$ cat config.mk
export PLATFORM = sky130hd
export DESIGN_NAME = day_count_to_civil_time
export DESIGN_NICKNAME = d
export VERILOG_FILES = /design/src/dcct_pkg.sv /design/src/dcct_time_path.sv /design/src/dcct_date_path.sv /design/src/day_count_to_civil_time.sv
export SDC_FILE = /design/constraint.sdc
export NUM_CORES = 2
export LEC_CHECK = 0
export ABC_AREA = 1
export BUFFER_PORTS_ARGS = -buffer_cell sky130_fd_sc_hd__buf_4
export CORE_ASPECT_RATIO = 1.4
export CORE_UTILIZATION = 42
export DETAILED_ROUTE_END_ITERATION = 6
export PLACE_DENSITY = 0.6
export REMOVE_ABC_BUFFERS = 1
export SLEW_MARGIN = 20
export SYNTH_ARGS = -nofsm -noshare
export SYNTH_HDL_FRONTEND = slang
export SYNTH_HIERARCHICAL = 1
export SYNTH_SLANG_ARGS = --single-unit
$ cat constraint.sdc
create_clock -name clk -period 20.3 [get_ports clk]
set_clock_uncertainty 0.05 [all_clocks]
set_input_delay 4.06 -clock clk [delete_from_list [all_inputs] [get_ports clk]]
set_output_delay 4.06 -clock clk [all_outputs]
set_load 0.01 [all_outputs]
$ cat src/dcct_pkg.sv
// Shared types, constants and reciprocal divisors for the day count to civil time pipeline.
// No dependencies; imported by every module of the block.
package dcct_pkg;

	localparam int NUM_STAGES = 9;
	typedef logic [NUM_STAGES:1] stage_vec_t;

	// Field widths
	localparam int DAY_W    = 23;
	localparam int FRAC_W   = 32;
	localparam int YEAR_W   = 14;
	localparam int MONTH_W  = 4;
	localparam int DOM_W    = 5;
	localparam int HOUR_W   = 5;
	localparam int MINUTE_W = 6;
	localparam int MICROS_W = 26;

	typedef struct packed {
		logic signed [DAY_W-1:0] day_number;
		logic [FRAC_W-1:0]       day_fraction;
	} request_t;

	typedef struct packed {
		logic [YEAR_W-1:0]   year;
		logic [MONTH_W-1:0]  month;
		logic [DOM_W-1:0]    day_of_month;
		logic [HOUR_W-1:0]   hour;
		logic [MINUTE_W-1:0] minute;
		logic [MICROS_W-1:0] micros_in_minute;
		logic                out_of_range;
	} result_t;

	typedef struct packed {
		logic [HOUR_W-1:0]   hour;
		logic [MINUTE_W-1:0] minute;
		logic [MICROS_W-1:0] micros;
	} tod_t;

	typedef struct packed {
		logic [YEAR_W-1:0]  year;
		logic [MONTH_W-1:0] month;
		logic [DOM_W-1:0]   day_of_month;
		logic               out_of_range;
	} date_t;

	// Fraction to microseconds: 86400e6 = 10546875 * 2^13
	localparam logic [23:0] DAY_US_ODD   = 24'd10546875;
	localparam int          DAY_US_SHIFT = 13;
	localparam int          US_W         = 37;
	localparam logic [US_W-1:0] US_PER_DAY = 37'd86400000000;
	localparam logic [MICROS_W-1:0] US_PER_MINUTE = 26'd60000000;

	// Exact division by constant: q = (x * R) >> K, R = ceil(2^K / D), K = N + clog2(D)
	// Total minutes: us / 60e6 = (us >> 8) / 234375
	localparam int MIN_PRE_SHIFT = 8;
	localparam int MIN_DIV       = 234375;
	localparam int MIN_N         = US_W - MIN_PRE_SHIFT;
	localparam int MIN_K         = MIN_N + $clog2(MIN_DIV);
	localparam longint unsigned MIN_RECIP =
		((64'd1 << MIN_K) + 64'(MIN_DIV) - 64'd1) / 64'(MIN_DIV);
	localparam int MIN_RW        = $clog2(MIN_RECIP + 64'd1);
	localparam int MINS_W        = 11;

	localparam int MINS_PER_HOUR = 60;
	localparam int HOUR_K        = MINS_W + $clog2(MINS_PER_HOUR);
	localparam longint unsigned HOUR_RECIP =
		((64'd1 << HOUR_K) + 64'(MINS_PER_HOUR) - 64'd1) / 64'(MINS_PER_HOUR);
	localparam int HOUR_RW       = $clog2(HOUR_RECIP + 64'd1);

	// Era split; the bias keeps the shifted day count non-negative for any input pattern
	localparam int DAYS_PER_ERA  = 146097;
	localparam int YEARS_PER_ERA = 400;
	localparam int ERA_BIAS      = 24;
	localparam int EPOCH_SHIFT   = 719468;
	localparam int ZO_W          = 24;
	localparam int ZO_OFFSET     = EPOCH_SHIFT + ERA_BIAS * DAYS_PER_ERA;
	localparam int ERA_K         = ZO_W + $clog2(DAYS_PER_ERA);
	localparam longint unsigned ERA_RECIP =
		((64'd1 << ERA_K) + 64'(DAYS_PER_ERA) - 64'd1) / 64'(DAYS_PER_ERA);
	localparam int ERA_RW        = $clog2(ERA_RECIP + 64'd1);
	localparam int ERA_W         = 6;

	// Day of era to year of era
	localparam int DOE_W     = 18;
	localparam int DOE_LAST  = 146096;
	localparam int Q4_DIV    = 1460;
	localparam int Q4_K      = DOE_W + $clog2(Q4_DIV);
	localparam longint unsigned Q4_RECIP =
		((64'd1 << Q4_K) + 64'(Q4_DIV) - 64'd1) / 64'(Q4_DIV);
	localparam int Q4_RW     = $clog2(Q4_RECIP + 64'd1);
	localparam int Q4_QW     = 7;
	localparam int CENT_DIV  = 36524;
	localparam int CENT_K    = DOE_W + $clog2(CENT_DIV);
	localparam longint unsigned CENT_RECIP =
		((64'd1 << CENT_K) + 64'(CENT_DIV) - 64'd1) / 64'(CENT_DIV);
	localparam int CENT_RW   = $clog2(CENT_RECIP + 64'd1);
	localparam int CENT_QW   = 3;
	localparam int YEAR_DAYS = 365;
	localparam int YOE_K     = DOE_W + $clog2(YEAR_DAYS);
	localparam longint unsigned YOE_RECIP =
		((64'd1 << YOE_K) + 64'(YEAR_DAYS) - 64'd1) / 64'(YEAR_DAYS);
	localparam int YOE_RW    = $clog2(YOE_RECIP + 64'd1);
	localparam int YOE_W     = 9;
	localparam int C100_DIV  = 100;
	localparam int C100_K    = YOE_W + $clog2(C100_DIV);
	localparam longint unsigned C100_RECIP =
		((64'd1 << C100_K) + 64'(C100_DIV) - 64'd1) / 64'(C100_DIV);
	localparam int C100_RW   = $clog2(C100_RECIP + 64'd1);
	localparam int C100_QW   = 2;

	// Day of year to March-based month
	localparam int DOY_W      = 9;
	localparam int MP_N       = 11;
	localparam int MP_DIV     = 153;
	localparam int MP_K       = MP_N + $clog2(MP_DIV);
	localparam longint unsigned MP_RECIP =
		((64'd1 << MP_K) + 64'(MP_DIV) - 64'd1) / 64'(MP_DIV);
	localparam int MP_RW      = $clog2(MP_RECIP + 64'd1);
	localparam int MP_W       = 4;
	localparam int MP_JANUARY = 10;

	localparam int YEAR_CALC_W = 16;
	localparam int YEAR_MAX    = 9999;
	localparam int YEAR_MIN    = 1;

	// First day of year-of-March index for each March-based month, (153*mp+2)/5
	function automatic logic [DOY_W-1:0] month_start(input logic [MP_W-1:0] mp);
		logic [DOY_W-1:0] s;
		case (mp)
			4'd0:    s = 9'd0;
			4'd1:    s = 9'd31;
			4'd2:    s = 9'd61;
			4'd3:    s = 9'd92;
			4'd4:    s = 9'd122;
			4'd5:    s = 9'd153;
			4'd6:    s = 9'd184;
			4'd7:    s = 9'd214;
			4'd8:    s = 9'd245;
			4'd9:    s = 9'd275;
			4'd10:   s = 9'd306;
			4'd11:   s = 9'd337;
			default: s = '0;
		endcase
		return s;
	endfunction

endpackage

$ cat src/dcct_time_path.sv
// Time-of-day datapath: fraction to rounded microseconds, day carry, hour/minute/micros.
// Depends on dcct_pkg; stage enables come from the top-level pipeline control.
module dcct_time_path
	import dcct_pkg::*;
#(
	parameter int FRACTION_BITS = 32
) (
	input  logic              clk,
	input  stage_vec_t        stage_en,
	input  logic [FRAC_W-1:0] day_fraction,
	output logic              day_carry,
	output tod_t              tod
);

	localparam int FRAC_IN_W = (FRACTION_BITS < FRAC_W) ? FRACTION_BITS : FRAC_W;
	localparam logic [FRAC_W-1:0] FRAC_MASK = FRAC_W'((64'd1 << FRAC_IN_W) - 64'd1);
	localparam int PROD_W   = FRAC_W + 24;
	localparam int SUM_W    = PROD_W + 1;
	localparam int US_SHIFT = FRACTION_BITS - DAY_US_SHIFT;
	localparam logic [SUM_W-1:0] US_ROUND = SUM_W'(1) << (US_SHIFT - 1);

	logic [PROD_W-1:0]   frac_prod_s1;
	logic [SUM_W-1:0]    us_sum;
	logic [SUM_W-1:0]    us_shifted;
	logic [US_W-1:0]     us_raw;
	logic [US_W-1:0]     us_s2;
	logic [MIN_N+MIN_RW-1:0] min_prod;
	logic [MINS_W-1:0]   mins_s3;
	logic [MICROS_W-1:0] us_lo_s3;
	logic [MINS_W+HOUR_RW-1:0] hour_prod;
	logic [MINS_W-1:0]   mins_s4;
	logic [HOUR_W-1:0]   hour_s4;
	logic [MICROS_W-1:0] us_lo_s4;
	logic [MICROS_W-1:0] usm_lo_s4;
	logic [MINS_W-1:0]   minute_full;
	tod_t                tod_s5, tod_s6, tod_s7, tod_s8, tod_s9;

	// Stage 1: scale by the odd part of 86400e6
	always_ff @(posedge clk) begin
		if (stage_en[1]) begin
			frac_prod_s1 <= PROD_W'(day_fraction & FRAC_MASK) * PROD_W'(DAY_US_ODD);
		end
	end

	// Stage 2: round half up, fold a full day into the date
	assign us_sum     = SUM_W'(frac_prod_s1) + US_ROUND;
	assign us_shifted = us_sum >> US_SHIFT;
	assign us_raw     = us_shifted[US_W-1:0];
	assign day_carry  = (us_raw == US_PER_DAY);

	always_ff @(posedge clk) begin
		if (stage_en[2]) begin
			us_s2 <= day_carry ? '0 : us_raw;
		end
	end

	// Stage 3: total minutes of the day
	assign min_prod = (MIN_N+MIN_RW)'(us_s2[US_W-1:MIN_PRE_SHIFT])
		* (MIN_N+MIN_RW)'(MIN_RECIP);

	always_ff @(posedge clk) begin
		if (stage_en[3]) begin
			mins_s3  <= min_prod[MIN_K +: MINS_W];
			us_lo_s3 <= us_s2[MICROS_W-1:0];
		end
	end

	// Stage 4: hour and the minute start in microseconds (mod 2^26 is enough)
	assign hour_prod = (MINS_W+HOUR_RW)'(mins_s3) * (MINS_W+HOUR_RW)'(HOUR_RECIP);

	always_ff @(posedge clk) begin
		if (stage_en[4]) begin
			hour_s4   <= hour_prod[HOUR_K +: HOUR_W];
			mins_s4   <= mins_s3;
			us_lo_s4  <= us_lo_s3;
			usm_lo_s4 <= MICROS_W'(mins_s3) * US_PER_MINUTE;
		end
	end

	// Stage 5: remainders
	assign minute_full = mins_s4 - MINS_W'(hour_s4) * MINS_W'(MINS_PER_HOUR);

	always_ff @(posedge clk) begin
		if (stage_en[5]) begin
			tod_s5.hour   <= hour_s4;
			tod_s5.minute <= minute_full[MINUTE_W-1:0];
			tod_s5.micros <= us_lo_s4 - usm_lo_s4;
		end
	end

	// Stages 6..9: align with the date path
	always_ff @(posedge clk) begin
		if (stage_en[6]) tod_s6 <= tod_s5;
		if (stage_en[7]) tod_s7 <= tod_s6;
		if (stage_en[8]) tod_s8 <= tod_s7;
		if (stage_en[9]) tod_s9 <= tod_s8;
	end

	assign tod = tod_s9;

endmodule

$ cat src/dcct_date_path.sv
// Civil date datapath: day count plus carry to year, month, day of month, range flag.
// Depends on dcct_pkg; stage enables come from the top-level pipeline control.
module dcct_date_path
	import dcct_pkg::*;
(
	input  logic                    clk,
	input  stage_vec_t              stage_en,
	input  logic signed [DAY_W-1:0] day_number,
	input  logic                    day_carry,
	output date_t                   date
);

	localparam logic signed [YEAR_CALC_W-1:0] Y_MAX_S = YEAR_CALC_W'(YEAR_MAX);
	localparam logic signed [YEAR_CALC_W-1:0] Y_MIN_S = YEAR_CALC_W'(YEAR_MIN);

	logic signed [DAY_W-1:0] day_s1;
	logic [ZO_W-1:0]         zo_s2, zo_s3;
	logic [ZO_W+ERA_RW-1:0]  era_prod;
	logic [ERA_W-1:0]        era_s3, era_s4, era_s5, era_s6, era_s7;
	logic [DOE_W-1:0]        doe_s4, doe_s5, doe_s6;
	logic [DOE_W+Q4_RW-1:0]  q4_prod;
	logic [DOE_W+CENT_RW-1:0] cent_prod;
	logic [DOE_W-1:0]        t_s5;
	logic [DOE_W+YOE_RW-1:0] yoe_prod;
	logic [YOE_W-1:0]        yoe_s6, yoe_s7;
	logic [YOE_W+C100_RW-1:0] c100_prod;
	logic [DOE_W-1:0]        yday_sub;
	logic [DOE_W-1:0]        doy_full;
	logic [DOY_W-1:0]        doy_s7, doy_s8;
	logic [MP_N-1:0]         mp_num;
	logic [MP_N+MP_RW-1:0]   mp_prod;
	logic [MP_W-1:0]         mp_s8;
	logic signed [YEAR_CALC_W-1:0] ybase_s8;
	logic signed [YEAR_CALC_W-1:0] year_full;
	logic                    jan_feb;
	logic [MONTH_W-1:0]      month_c;
	logic [DOY_W-1:0]        dom_full;
	date_t                   date_s9;

	// Stage 1/2: biased day count, always non-negative
	always_ff @(posedge clk) begin
		if (stage_en[1]) day_s1 <= day_number;
		if (stage_en[2]) begin
			zo_s2 <= ZO_W'(day_s1) + ZO_W'(ZO_OFFSET) + ZO_W'(day_carry);
		end
	end

	// Stage 3: era index
	assign era_prod = (ZO_W+ERA_RW)'(zo_s2) * (ZO_W+ERA_RW)'(ERA_RECIP);

	always_ff @(posedge clk) begin
		if (stage_en[3]) begin
			era_s3 <= era_prod[ERA_K +: ERA_W];
			zo_s3  <= zo_s2;
		end
	end

	// Stage 4: day of era
	always_ff @(posedge clk) begin
		if (stage_en[4]) begin
			doe_s4 <= DOE_W'(zo_s3 - ZO_W'(era_s3) * ZO_W'(DAYS_PER_ERA));
			era_s4 <= era_s3;
		end
	end

	// Stage 5: leap-day corrected day of era
	assign q4_prod   = (DOE_W+Q4_RW)'(doe_s4) * (DOE_W+Q4_RW)'(Q4_RECIP);
	assign cent_prod = (DOE_W+CENT_RW)'(doe_s4) * (DOE_W+CENT_RW)'(CENT_RECIP);

	always_ff @(posedge clk) begin
		if (stage_en[5]) begin
			t_s5   <= doe_s4 - DOE_W'(q4_prod[Q4_K +: Q4_QW])
				+ DOE_W'(cent_prod[CENT_K +: CENT_QW])
				- DOE_W'(doe_s4 == DOE_W'(DOE_LAST));
			doe_s5 <= doe_s4;
			era_s5 <= era_s4;
		end
	end

	// Stage 6: year of era
	assign yoe_prod = (DOE_W+YOE_RW)'(t_s5) * (DOE_W+YOE_RW)'(YOE_RECIP);

	always_ff @(posedge clk) begin
		if (stage_en[6]) begin
			yoe_s6 <= yoe_prod[YOE_K +: YOE_W];
			doe_s6 <= doe_s5;
			era_s6 <= era_s5;
		end
	end

	// Stage 7: day of year (March based)
	assign c100_prod = (YOE_W+C100_RW)'(yoe_s6) * (YOE_W+C100_RW)'(C100_RECIP);
	assign yday_sub  = DOE_W'(yoe_s6) * DOE_W'(YEAR_DAYS) + DOE_W'(yoe_s6 >> 2)
		- DOE_W'(c100_prod[C100_K +: C100_QW]);
	assign doy_full  = doe_s6 - yday_sub;

	always_ff @(posedge clk) begin
		if (stage_en[7]) begin
			doy_s7 <= doy_full[DOY_W-1:0];
			yoe_s7 <= yoe_s6;
			era_s7 <= era_s6;
		end
	end

	// Stage 8: March-based month, year before the Jan/Feb adjust
	assign mp_num  = MP_N'(doy_s7) * MP_N'(5) + MP_N'(2);
	assign mp_prod = (MP_N+MP_RW)'(mp_num) * (MP_N+MP_RW)'(MP_RECIP);

	always_ff @(posedge clk) begin
		if (stage_en[8]) begin
			mp_s8    <= mp_prod[MP_K +: MP_W];
			doy_s8   <= doy_s7;
			ybase_s8 <= YEAR_CALC_W'(era_s7) * YEAR_CALC_W'(YEARS_PER_ERA)
				+ YEAR_CALC_W'(yoe_s7) - YEAR_CALC_W'(ERA_BIAS * YEARS_PER_ERA);
		end
	end

	// Stage 9: calendar fields and saturation (output register)
	assign jan_feb   = (mp_s8 >= MP_W'(MP_JANUARY));
	assign month_c   = jan_feb ? MONTH_W'(mp_s8 - MP_W'(MP_JANUARY) + MP_W'(1))
		: MONTH_W'(mp_s8 + MP_W'(3));
	assign dom_full  = doy_s8 - month_start(mp_s8) + DOY_W'(1);
	assign year_full = ybase_s8 + YEAR_CALC_W'(jan_feb);

	always_ff @(posedge clk) begin
		if (stage_en[9]) begin
			date_s9.month        <= month_c;
			date_s9.day_of_month <= dom_full[DOM_W-1:0];
			if (year_full > Y_MAX_S) begin
				date_s9.year         <= YEAR_W'(YEAR_MAX);
				date_s9.out_of_range <= 1'b1;
			end else if (year_full < Y_MIN_S) begin
				date_s9.year         <= YEAR_W'(YEAR_MIN);
				date_s9.out_of_range <= 1'b1;
			end else begin
				date_s9.year         <= year_full[YEAR_W-1:0];
				date_s9.out_of_range <= 1'b0;
			end
		end
	end

	assign date = date_s9;

endmodule

$ cat src/day_count_to_civil_time.sv
// A request accepted at a rising edge is loaded into stage 1 and leaves as a valid result
// from stage 9; nine register stages, stage 9 is the output register.
// Throughput: one request per cycle while results are taken; a stall freezes the occupied
// run back from stage 9; empty stages keep filling, so no request is dropped or repeated.
// Reset: arst_n clears only the per-stage valid bits; datapath registers are not reset.
// Depends on dcct_pkg, dcct_time_path, dcct_date_path.
module day_count_to_civil_time
	import dcct_pkg::*;
#(
	parameter int FRACTION_BITS = 32
) (
	input  logic     clk,
	input  logic     arst_n,
	input  logic     item_valid,
	output logic     item_ready,
	input  request_t item,
	output logic     result_valid,
	input  logic     result_ready,
	output result_t  result
);

	logic [NUM_STAGES:1] vld_q;
	stage_vec_t          stage_en;
	logic                day_carry;
	tod_t                tod;
	date_t               date;

	// Stall chain: a stage may load when it is empty or the stage after it moves.
	always_comb begin
		stage_en[NUM_STAGES] = !vld_q[NUM_STAGES] || result_ready;
		for (int k = NUM_STAGES - 1; k >= 1; k--) begin
			stage_en[k] = !vld_q[k] || stage_en[k+1];
		end
	end

	// Valid bits travel with the data.
	always_ff @(posedge clk or negedge arst_n) begin
		if (!arst_n) begin
			vld_q <= '0;
		end else begin
			if (stage_en[1]) vld_q[1] <= item_valid;
			for (int k = 2; k <= NUM_STAGES; k++) begin
				if (stage_en[k]) vld_q[k] <= vld_q[k-1];
			end
		end
	end

	assign item_ready   = stage_en[1];
	assign result_valid = vld_q[NUM_STAGES];

	// Time of day; also decides the rounding carry into the date at stage 2.
	dcct_time_path #(
		.FRACTION_BITS(FRACTION_BITS)
	) u_time (
		.clk         (clk),
		.stage_en    (stage_en),
		.day_fraction(item.day_fraction),
		.day_carry   (day_carry),
		.tod         (tod)
	);

	// Proleptic Gregorian date from the carried day count.
	dcct_date_path u_date (
		.clk       (clk),
		.stage_en  (stage_en),
		.day_number(item.day_number),
		.day_carry (day_carry),
		.date      (date)
	);

	always_comb begin
		result.year             = date.year;
		result.month            = date.month;
		result.day_of_month     = date.day_of_month;
		result.hour             = tod.hour;
		result.minute           = tod.minute;
		result.micros_in_minute = tod.micros;
		result.out_of_range     = date.out_of_range;
	end

	// An accepted request always lands in stage 1.
	a_accept_fills_s1: assert property (@(posedge clk) disable iff (!arst_n)
		(item_valid && item_ready) |=> vld_q[1])
		else $error("accepted request missing from stage 1");

	// An empty first stage never blocks a request.
	a_ready_when_s1_empty: assert property (@(posedge clk) disable iff (!arst_n)
		!vld_q[1] |-> item_ready)
		else $error("ready low with stage 1 empty");

	// Saturation only ever lands on the range limits.
	a_oor_saturates: assert property (@(posedge clk) disable iff (!arst_n)
		(result_valid && result.out_of_range)
		|-> (result.year == YEAR_W'(YEAR_MAX) || result.year == YEAR_W'(YEAR_MIN)))
		else $error("out_of_range without saturated year");

	// Calendar and clock fields stay inside their ranges.
	a_fields_in_range: assert property (@(posedge clk) disable iff (!arst_n)
		result_valid |-> (result.month >= MONTH_W'(1) && result.month <= MONTH_W'(12)
		&& result.day_of_month >= DOM_W'(1) && result.day_of_month <= DOM_W'(31)
		&& result.hour <= HOUR_W'(23) && result.minute <= MINUTE_W'(59)
		&& result.micros_in_minute < US_PER_MINUTE))
		else $error("result field out of range");

endmodule

==> impl_results.md <==
* Peak Freq at 95.5 MHz
* Routed vias/inst at 4.95
* R2R depth at 34
* WP data arrival at 6.36 ns
* All-layer global routing usage at 0.223
* Fin crit share at 0.516
* Final Hold Vio Count at 0
* Yosys cell types at 49
* Gpl congestion at 0.972
* Die area at 215000 sq um
* # H-tree levels at 3
* Final setup fails at 0
* Drt drc at 0
* # fillers at 20300
* Syn Std Cell Area at 89400 sq um
* Syn_area_per_cell at 9.92 sq um
* Port bufs at 121
* Clock root buffer: clkbuf_16
* Maximum clock path buffer count at 3
* Die W at 392 microns
* Largest net degree at the start of global routing at 77
* CTS resizes at 0
* CTS tree: yes
* Proportion of layout cells with a drive suffix above 1 at 0.0377
* Setup bufs post-CTS at 0
* CTS Sinks at 590
* Top cell type's share of synthesized area at 0.291
* Commonest non-fill, non-tap cells in the layout: inv_1, ha_1, fa_1
* Via count at 59900
* Fin Hold WS at 0.331 ns
* First-pass GRT wire length at 368000 microns
* Gate count of the mapped netlist at 9010
* First-pass iteration count of the detailed router at 6
* Vias in the first global route at 66300
* Most common library cell in the layout ignoring fill and taps: inv_1
* Worst-Margin Slew at 1.04 ns
* Hold crit path type: reg -> reg
* Final ANT Viol Nets at 0
* Total gr overflow at 0
* Initial core utilization at 0.422
* Largest area contributor in the netlist: fa_1
* TritonCTS Buffers at 66
* Status: complete, no violations
* Startpoint Class: input port
* Initial antenna violation count at 4
* Clock slew seen by the registers of the worst setup and hold paths at 0.06 ns
* Drt total wl at 233000 microns
* Register area at 17600 sq um
* Cts hold-fix bufs at 0
* DPL Wire Length at 207000 microns
* Final worst path period need at 10.47 ns
* Core area at 212000 sq um
* WHS Path Cells at 0
* Post-synthesis sequential area ratio at 0.197
* Final setup TNS at 0 ns
* CP endpoint kind: output pin
* RSZ-0062 raised after global routing: false
* Final net count at 12300
* Fin. max-slew vios at 0
* Slew HR at 0.298
* Area occupied by multi-input gates at 62600 sq um
* Die Y at 548 microns
* Drt initial violations at 2686
* Top post-synthesis cells by area: fa_1, ha_1, edfxtp_1, inv_1, nand2_1
* #FFs+latches synth at 590
* Cell Rows at 200
* Req. time, crit path at 16.19 ns
* Yosys warnings at 6
* Crit-path max FO at 73
* Worst skew pair latency at 0.72 ns
* WS Path Type: in -> out
* Max cap viols at 0
* Wirelength per Cell at 19.2 microns
* Ports at 122
* Layout area overhead at 7.67%
kinds of logic after synthesis:
family,Yosys count,share of synthesized area
and+or+nand+nor,1916,0.0927
xor gates and xnor gates,255,0.0250
AOI/OAI and AO/OA,791,0.0498
DFF,590,0.197
buffers and inverters,2432,0.103
adders and majority gates,3026,0.533
metal layers:
metal  vias to the layer above  track usage  routed length (microns)
met5                         -            0                       13
met4                         2        0.103                    12000
met3                       418       0.0169                     5550
met2                      1076        0.435                   128000
met1                     29600        0.240                    86800
li1                      28800            -                        -
critical path, stage by stage:
cell	delay, ns
buf_4	0.08
inv_1	0.06
nand3_4	0.06
buf_4	0.66
nor2_4	0.07
nand4_4	0.18
nor2_4	0.09
nand3_4	0.06
buf_4	0.70
buf_4	0.25
per-stage QoR:
stage	instance area [sq um]	setup slack, ns	utilization	std cells
after floorplan	89300	8.54	-	9004
after global placement	94000	9.84	0.444	12000
after detailed placement	94000	9.80	0.444	12000
after CTS	96200	9.78	0.454	12100
after global routing	96200	9.63	0.454	12100
final	96200	9.83	0.454	12100
synth_stat cells, drive strengths merged:
master,number
a211oi,7
a21boi,15
a21o,48
a21oi,365
a221oi,1
a31oi,36
a41oi,2
and2,3
and3,4
buf,4
clkbuf,2
dfrtp,9
dfxtp,5
edfxtp,576
fa,1299
ha,1727
inv,2426
nand2,1003
nand3,194
nand3b,19
nand4,82
nor2,482
nor3,81
nor3b,2
nor4,28
o2111ai,6
o211ai,16
o21a,12
o21ai,224
o21bai,47
o221ai,2
o22ai,1
o31ai,9
or2,18
xnor2,102
xor2,153
path summary, 6_finish.rpt:
check / to / start / slack (ns)
hold / removal: u_time/us_lo_s3[5] / u_time/us_s2[5] / 0.33
setup reg to reg: u_date/t_s5[16] / u_date/doe_s4[5] / 11.53
setup / recovery: item_ready / result_ready / 9.83
max in group asynchronous: vld_q[2] / arst_n / 16.77
hold reg to reg: u_time/us_lo_s3[5] / u_time/us_s2[5] / 0.33
min in group asynchronous: vld_q[4] / arst_n / 3.20
registers in the layout, indices dropped and copies added, names as in the netlist, 37 cells and up, named ones only:
name,flops
u_time/frac_prod_s1,38
u_time/tod,37
u_time/tod_s5,37
u_time/tod_s6,37
u_time/tod_s7,37
u_time/tod_s8,37
u_time/us_s2,37
area by class of cell:
cell class,instances,share of cell area
Tap cell,2828,0.0368
Sequential cell,590,0.183
Inverter,2426,0.0946
Clock buffer,76,0.0176
Multi-Input combinational cell,5988,0.651
Timing Repair Buffer,147,0.0115
Clock inverter,42,0.00570
Antenna cell,2,0.0000520
Power is left out: the tool's default activity adds up to more than one toggle a clock period on the data nets, which glitch-free logic cannot reach.
